**src/mts_pkg.sv**
```systemverilog
// ----------------------------------------------------------------------------
// mts_pkg: shared constants for the minimum-tracking stack
// Command and status codes and the default sizes of the stack.
// ----------------------------------------------------------------------------
package mts_pkg;

  localparam int MTS_DEPTH      = 64;
  localparam int MTS_VALUE_BITS = 32;

  localparam logic CMD_PUSH = 1'b0;
  localparam logic CMD_POP  = 1'b1;

  typedef logic [1:0] status_t;

  localparam status_t STATUS_OK        = 2'd0;
  localparam status_t STATUS_POP_EMPTY = 2'd1;
  localparam status_t STATUS_PUSH_FULL = 2'd2;

endpackage

```
**src/mts_ram.sv**
```systemverilog
// ----------------------------------------------------------------------------
// mts_ram: entry store of the minimum-tracking stack
// Single-port-write, single-port-read synchronous memory with registered
// read data.
// ----------------------------------------------------------------------------
module mts_ram #(
  parameter int DEPTH = 64,
  parameter int WIDTH = 34
) (
  input  logic                     clk,
  input  logic                     wr_en,
  input  logic [$clog2(DEPTH)-1:0] wr_addr,
  input  logic [WIDTH-1:0]         wr_data,
  input  logic                     rd_en,
  input  logic [$clog2(DEPTH)-1:0] rd_addr,
  output logic [WIDTH-1:0]         rd_data
);

  logic [WIDTH-1:0] mem [DEPTH];
  logic [WIDTH-1:0] rd_data_r;

  always_ff @(posedge clk) begin
    if (wr_en) begin
      mem[wr_addr] <= wr_data;
    end
  end

  always_ff @(posedge clk) begin
    if (rd_en) begin
      rd_data_r <= mem[rd_addr];
    end
  end

  assign rd_data = rd_data_r;

endmodule

```
**src/min_tracking_stack.sv**
```systemverilog
// ----------------------------------------------------------------------------
// min_tracking_stack: bounded stack of signed values with O(1) minimum
// A push below the current minimum stores 2*value-min and makes the value
// the new minimum; popping such an entry restores min as 2*min-entry.
//
//   Channel  Ports                                   Handshake
//   input    in_cmd, in_value                        start high while busy low
//   result   out_popped_value, out_top_value,        out_valid, one cycle,
//            out_min_value, out_is_empty, out_status  no back-pressure
//
// A command is captured in ST_IDLE, whose accept edge also reads the entry
// below the top from the store; ST_EXEC then updates count, minimum and the
// cached top entry, writes a pushed entry and registers the result beat.
// A new command can be accepted in the cycle its result beat is shown.
// Reset empties the stack at once; the store needs no clearing pass, since
// only entries below the count are ever used.
// ----------------------------------------------------------------------------
module min_tracking_stack
  import mts_pkg::*;
#(
  parameter int DEPTH      = MTS_DEPTH,
  parameter int VALUE_BITS = MTS_VALUE_BITS
) (
  input  logic                         clk,
  input  logic                         rst_n,
  input  logic                         start,
  output logic                         busy,
  input  logic                         in_cmd,
  input  logic signed [VALUE_BITS-1:0] in_value,
  output logic                         out_valid,
  output logic signed [VALUE_BITS-1:0] out_popped_value,
  output logic signed [VALUE_BITS-1:0] out_top_value,
  output logic signed [VALUE_BITS-1:0] out_min_value,
  output logic                         out_is_empty,
  output logic [1:0]                   out_status
);

  localparam int W  = VALUE_BITS;
  localparam int EW = VALUE_BITS + 2;
  localparam int AW = $clog2(DEPTH);
  localparam int CW = $clog2(DEPTH + 1);

  typedef enum logic {ST_IDLE, ST_EXEC} state_t;

  state_t              state_r;
  logic                cmd_r;
  logic signed [W-1:0] value_r;
  logic [CW-1:0]       count_r, count_nxt;
  logic signed [W-1:0] min_r, min_nxt;
  logic signed [EW-1:0] top_r, top_nxt;

  logic                out_valid_r;
  logic signed [W-1:0] popped_r, popped_nxt;
  logic signed [W-1:0] topv_r, topv_nxt;
  logic signed [W-1:0] minv_r, minv_nxt;
  logic                empty_r;
  status_t             status_r, status_nxt;

  logic                 accept;
  logic                 wr_en;
  logic [AW-1:0]        wr_addr;
  logic signed [EW-1:0] enc;
  logic [AW-1:0]        rd_addr;
  logic [EW-1:0]        rd_data;
  logic signed [EW-1:0] val_ext, min_ext, min_nxt_ext;

  assign busy   = (state_r == ST_EXEC);
  assign accept = start && !busy;

  // The entry below the top becomes the new top on a pop.
  assign rd_addr = AW'(count_r - CW'(2));
  assign wr_addr = count_r[AW-1:0];

  mts_ram #(
    .DEPTH (DEPTH),
    .WIDTH (EW)
  ) u_ram (
    .clk     (clk),
    .wr_en   (wr_en),
    .wr_addr (wr_addr),
    .wr_data (enc),
    .rd_en   (accept),
    .rd_addr (rd_addr),
    .rd_data (rd_data)
  );

  always_comb begin
    val_ext    = EW'(value_r);
    min_ext    = EW'(min_r);
    count_nxt  = count_r;
    min_nxt    = min_r;
    top_nxt    = top_r;
    popped_nxt = '0;
    status_nxt = STATUS_OK;
    wr_en      = 1'b0;
    enc        = val_ext;
    case (cmd_r)
      CMD_PUSH: begin
        if (count_r == CW'(DEPTH)) begin
          status_nxt = STATUS_PUSH_FULL;
        end else begin
          wr_en = (state_r == ST_EXEC);
          if (count_r == '0) begin
            min_nxt = value_r;
          end else if (value_r < min_r) begin
            enc     = (val_ext <<< 1) - min_ext;
            min_nxt = value_r;
          end
          top_nxt   = enc;
          count_nxt = count_r + CW'(1);
        end
      end
      CMD_POP: begin
        if (count_r == '0) begin
          status_nxt = STATUS_POP_EMPTY;
        end else begin
          if (top_r < min_ext) begin
            popped_nxt = min_r;
            min_nxt    = W'((min_ext <<< 1) - top_r);
          end else begin
            popped_nxt = top_r[W-1:0];
          end
          top_nxt   = rd_data;
          count_nxt = count_r - CW'(1);
        end
      end
      default: begin
        status_nxt = STATUS_OK;
      end
    endcase

    min_nxt_ext = EW'(min_nxt);
    topv_nxt    = '0;
    minv_nxt    = '0;
    if (count_nxt != '0) begin
      topv_nxt = (top_nxt < min_nxt_ext) ? min_nxt : top_nxt[W-1:0];
      minv_nxt = min_nxt;
    end
  end

  always_ff @(posedge clk) begin
    if (!rst_n) begin
      state_r     <= ST_IDLE;
      count_r     <= '0;
      min_r       <= '0;
      out_valid_r <= 1'b0;
    end else begin
      case (state_r)
        ST_IDLE: begin
          out_valid_r <= 1'b0;
          if (accept) begin
            cmd_r   <= in_cmd;
            value_r <= in_value;
            state_r <= ST_EXEC;
          end
        end
        ST_EXEC: begin
          count_r     <= count_nxt;
          min_r       <= min_nxt;
          top_r       <= top_nxt;
          popped_r    <= popped_nxt;
          topv_r      <= topv_nxt;
          minv_r      <= minv_nxt;
          empty_r     <= (count_nxt == '0);
          status_r    <= status_nxt;
          out_valid_r <= 1'b1;
          state_r     <= ST_IDLE;
        end
        default: begin
          out_valid_r <= 1'b0;
          state_r     <= ST_IDLE;
        end
      endcase
    end
  end

  assign out_valid        = out_valid_r;
  assign out_popped_value = popped_r;
  assign out_top_value    = topv_r;
  assign out_min_value    = minv_r;
  assign out_is_empty     = empty_r;
  assign out_status       = status_r;

  // Every executed command yields exactly one result beat.
  a_exec_beat: assert property (@(posedge clk) disable iff (!rst_n)
    (state_r == ST_EXEC) |=> out_valid)
    else $error("command executed without a result beat");

  a_count_bound: assert property (@(posedge clk) disable iff (!rst_n)
    count_r <= CW'(DEPTH))
    else $error("entry count beyond the stack depth");

  a_empty_zero: assert property (@(posedge clk) disable iff (!rst_n)
    (out_valid && out_is_empty) |-> (out_min_value == '0 && out_top_value == '0))
    else $error("empty stack reports a nonzero top or minimum");

  a_full_flag: assert property (@(posedge clk) disable iff (!rst_n)
    (out_valid && out_status == STATUS_PUSH_FULL) |-> (count_r == CW'(DEPTH)))
    else $error("push-on-full flagged while the stack is not full");

  a_pop_empty: assert property (@(posedge clk) disable iff (!rst_n)
    (out_valid && out_status == STATUS_POP_EMPTY) |-> (out_is_empty && out_popped_value == '0))
    else $error("pop-on-empty flagged on a nonempty stack");

endmodule
```
**config.mk**
```make
export PLATFORM = sky130hd
export DESIGN_NAME = min_tracking_stack
export DESIGN_NICKNAME = d
export VERILOG_FILES = /design/src/mts_pkg.sv /design/src/mts_ram.sv /design/src/min_tracking_stack.sv
export SDC_FILE = /design/constraint.sdc
export NUM_CORES = 2
export LEC_CHECK = 0
export BUFFER_PORTS_ARGS = -buffer_cell sky130_fd_sc_hd__buf_2
export CORE_MARGIN = 2
export CORE_UTILIZATION = 40
export DETAILED_ROUTE_END_ITERATION = 8
export PLACE_DENSITY = 0.55
export SLEW_MARGIN = 20
export SYNTH_ARGS = -nofsm -noshare
export SYNTH_HDL_FRONTEND = slang
export SYNTH_SLANG_ARGS = --single-unit
```
**constraint.sdc**
```tcl
create_clock -name clk -period 6.95 [get_ports clk]
set_clock_uncertainty 0.2 [all_clocks]
set_input_delay 1.0425 -clock clk [delete_from_list [all_inputs] [get_ports clk]]
set_output_delay 1.0425 -clock clk [all_outputs]
set_load 0.005 [all_outputs]
```
==> results.json <==
{
  "required_ps": 7370,
  "start_util_pct": 40.2,
  "synth_cell_type_count": 92,
  "cts_htree_levels": 4,
  "route.detailed.drc": 0,
  "area_delta_synth_final_pct": 13.9,
  "clock_tree.root_cell": "sky130_fd_sc_hd__clkbuf_16",
  "holdCritPathClass": "in2reg",
  "placement_setup_slack_ps": 266,
  "number_of_global_route_vias_before_repair": 50600,
  "cts.clk_slew.worst_paths_ps": 60,
  "cts_num_sinks": 2417,
  "routed-via-count": 49900,
  "rsz_0062_raised_after_global_routing": "false",
  "placement.io_buffers": 136,
  "synth-main-ff-cell": "sky130_fd_sc_hd__edfxtp_1",
  "wl_mm": 255,
  "ys_async_sr_fraction_pct": 0,
  "leakagePower_nw": 35.1,
  "worstMarginPinSlew_ps": 1310,
  "achievable-frequency_mhz": 154,
  "synth-edff-count": 2376,
  "final_critical_path_setup_slack_ps": 451,
  "detailed_routing_iterations_pass_1": 7,
  "first_pass_grt_wire_length_mm": 370,
  "slew_limit_fails": 0,
  "worst_ep_arrival_time_ps": 6920,
  "die_y_microns": 501,
  "row_count": 182,
  "crit_path_max_fanout": 28,
  "globalRoute.totalOverflow": 0,
  "cts_buffers": 235,
  "maxSlewHeadroom_pct": 12.9,
  "post_synthesis_instance_area_sq_um": 98900,
  "overall_fraction_of_global_route_tracks_in_use_pct": 20.3,
  "cts_hold_repair.buffers": 0,
  "type_of_origin_of_the_critical_path": "register",
  "clk_path_buf_depth": 3,
  "drive_gt1_share_pct": 28.1,
  "period_needed_ps": 6500,
  "gp_congestion": 0.898,
  "clk-insertion-delay-late_ps": 900,
  "flops_latches_synth": 2417,
  "peakVddDrop_mv": 0.280,
  "max-cap-violations": 0,
  "vias_per_cell": 5.75,
  "ant_nets": 0,
  "cp-end-kind": "register",
  "num-nets-final": 5450,
  "ioPinCount": 137,
  "hpwlAfterDp_mm": 153,
  "totalNegativeSetupSlack_ps": 0,
  "die_width_microns": 501,
  "tritoncts": "yes",
  "status": "finished clean",
  "fp.coreArea_sq_um": 246000,
  "yosys_warnings": 0,
  "path_class": "reg2reg",
  "synth.net_count": 5114,
  "power.density_nw_per_um2": 296,
  "die_ar_sq_um": 251000,
  "timing.final.crit_share_pct": 93.5,
  "setup_violations": 0,
  "synthCells": 4911,
  "number_of_antenna_violations_at_the_first_check_in_global_routing": 12,
  "syn_area_per_cell_sq_um": 20.1,
  "drt_iter0_markers": 5042,
  "sequential_cell_area_fraction_in_the_yosys_report_pct": 72.9,
  "wl_per_cell_microns": 29.4,
  "final-hold-violation-count": 0,
  "pin_count_of_the_biggest_net_entering_global_routing": 136
}
==> worst paths after layout <==
path	start	end	slack [ps]	cells past startpoint
worst max register to register	value_r[0]	out_top_value[31]	450	20
worst min-delay path	in_cmd	cmd_r	120	1
worst max-delay path	value_r[0]	out_top_value[31]	450	20
worst min register to register	min_r[29]	min_r[29]	340	2
==> synthesized netlist by cell type (23+ instances only) <==
library cell	count	area (sq um)
sky130_fd_sc_hd__buf_1	61	229
sky130_fd_sc_hd__clkbuf_1	137	514
sky130_fd_sc_hd__o22ai_1	23	144
sky130_fd_sc_hd__inv_1	103	387
sky130_fd_sc_hd__a21oi_1	145	726
sky130_fd_sc_hd__mux4_2	706	15900
sky130_fd_sc_hd__nand3_1	27	135
sky130_fd_sc_hd__nand2_1	200	751
sky130_fd_sc_hd__dfxtp_1	41	821
sky130_fd_sc_hd__edfxtp_1	2376	71300
sky130_fd_sc_hd__xnor2_1	42	368
sky130_fd_sc_hd__a31oi_1	23	144
sky130_fd_sc_hd__o21ai_0	70	350
sky130_fd_sc_hd__a211oi_1	48	360
sky130_fd_sc_hd__nor2_1	290	1090
sky130_fd_sc_hd__a221oi_1	28	245
sky130_fd_sc_hd__a21o_1	42	315
sky130_fd_sc_hd__ha_1	165	2060
sky130_fd_sc_hd__buf_2	35	175
==> cell usage in the layout (no fill, tap or decap), types with 11 or more instances in the layout <==
master / instances
sky130_fd_sc_hd__edfxtp_1: 2376
sky130_fd_sc_hd__mux4_2: 706
sky130_fd_sc_hd__clkbuf_16: 238
sky130_fd_sc_hd__nor2_1: 225
sky130_fd_sc_hd__buf_4: 187
sky130_fd_sc_hd__nand2_1: 183
sky130_fd_sc_hd__ha_1: 164
sky130_fd_sc_hd__a21oi_1: 143
sky130_fd_sc_hd__buf_2: 136
sky130_fd_sc_hd__inv_1: 101
sky130_fd_sc_hd__clkinv_1: 65
sky130_fd_sc_hd__nor2_4: 65
sky130_fd_sc_hd__clkbuf_1: 63
sky130_fd_sc_hd__o21ai_0: 62
sky130_fd_sc_hd__a211oi_1: 47
sky130_fd_sc_hd__a21o_1: 42
sky130_fd_sc_hd__xnor2_1: 39
sky130_fd_sc_hd__dfxtp_1: 37
sky130_fd_sc_hd__clkinv_2: 32
sky130_fd_sc_hd__a221oi_1: 28
sky130_fd_sc_hd__nand3_1: 27
sky130_fd_sc_hd__o22ai_1: 23
sky130_fd_sc_hd__a31oi_1: 23
sky130_fd_sc_hd__nor3_1: 20
sky130_fd_sc_hd__xor2_1: 20
sky130_fd_sc_hd__bufinv_16: 20
sky130_fd_sc_hd__nand4_1: 18
sky130_fd_sc_hd__and2_1: 18
sky130_fd_sc_hd__mux2i_1: 18
sky130_fd_sc_hd__buf_12: 18
sky130_fd_sc_hd__nand2b_1: 17
sky130_fd_sc_hd__o211ai_1: 17
sky130_fd_sc_hd__o21a_1: 16
sky130_fd_sc_hd__nor2b_1: 16
sky130_fd_sc_hd__mux2_2: 13
sky130_fd_sc_hd__nand2_2: 11
==> what timing repair did <==
item / CTS / global route
resized for setup: 0 / 3
endpoints found under the setup margin: 0 / 29
buffers inserted: 0 / 3
==> state kept, by name, indices dropped and copies added, names as in the netlist <==
| register | cells |
|---|---|
| out_min_value | 32 |
| u_ram.rd_data | 34 |
| u_ram.mem | 2176 |
| out_valid | 1 |
| out_top_value | 32 |
| min_r | 32 |
| count_r | 7 |
| out_popped_value | 32 |
| value_r | 32 |
| cmd_r | 1 |
| out_status | 2 |
| busy | 1 |
| out_is_empty | 1 |
| top_r | 34 |
==> per-stage QoR <==
stage          instance area (sq um)  util, %  hold slack, ps  instances  total power, mW
2_1_floorplan                  98900        -             291       4911             19.6
3_3_place_gp                  105000     42.7             308       8222             21.2
3_5_place_dp                  105000     42.7             319       8225             21.2
4_1_cts                       113000     45.8            45.5       8664             33.7
5_1_grt                       113000     45.8            76.5       8671             34.6
6_report                      113000     45.8             120       8674             33.4
==> logic make-up after synthesis <==
| group | count (synthesis) | share of synthesized area [%] |
|---|---|---|
| xor gates and xnor gates | 63 | 0.558 |
| buffers and inverters | 348 | 1.43 |
| muxes | 743 | 16.5 |
| AOI/OAI and AO/OA | 514 | 3.53 |
| and+or+nand+nor | 659 | 2.94 |
| adders and majority gates | 167 | 2.13 |
| DFF | 2417 | 72.9 |
==> layer usage <==
| layer | track usage (%) | vias to the layer above | wire (microns) |
|---|---|---|---|
| li1 | - | 21100 | - |
| met1 | 29.2 | 26900 | 113000 |
| met2 | 33.0 | 1588 | 123000 |
| met3 | 2.88 | 298 | 14000 |
| met4 | 4.21 | 0 | 4590 |
| met5 | 0 | - | 0 |
==> layout make-up <==
type | instances | area, sq um
fill | 20600 | 133000
sequential | 2417 | 72200
multi-input combinational | 2146 | 26100
clock buffer | 302 | 6210
tap | 3220 | 4030
timing repair buffer | 342 | 2470
clock inverter | 137 | 1240
inverter | 105 | 394
antenna | 5 | 12.5
==> critical path, stage by stage (launching register included) <==
cell and delay, ps:
sky130_fd_sc_hd__edfxtp_1 530, sky130_fd_sc_hd__fa_1 530, sky130_fd_sc_hd__a211oi_2 270, sky130_fd_sc_hd__o211ai_1 210
sky130_fd_sc_hd__and4_4 250, sky130_fd_sc_hd__or4_4 560, sky130_fd_sc_hd__a21oi_1 290, sky130_fd_sc_hd__o31ai_1 200
sky130_fd_sc_hd__a221oi_2 320, sky130_fd_sc_hd__xnor2_1 160, sky130_fd_sc_hd__o21ai_1 200, sky130_fd_sc_hd__a31oi_1 120
sky130_fd_sc_hd__nor3_2 330, sky130_fd_sc_hd__ha_1 310, sky130_fd_sc_hd__o21ai_0 160, sky130_fd_sc_hd__a21oi_1 90
sky130_fd_sc_hd__a211o_1 290, sky130_fd_sc_hd__o311ai_0 370, sky130_fd_sc_hd__o221a_2 300, sky130_fd_sc_hd__buf_12 190
sky130_fd_sc_hd__mux2_2 350
==> where the power goes <==
part           total, mW  internal (mW)  switching (mW)  leakage, nW
Combinational       4.21           1.54            2.66         9.68
Clock               12.5           7.03            5.46         3.63
Sequential          16.7           16.6          0.0948         21.8
Total               33.4           25.2            8.22         35.1
Power figures use the tool's default switching activity.
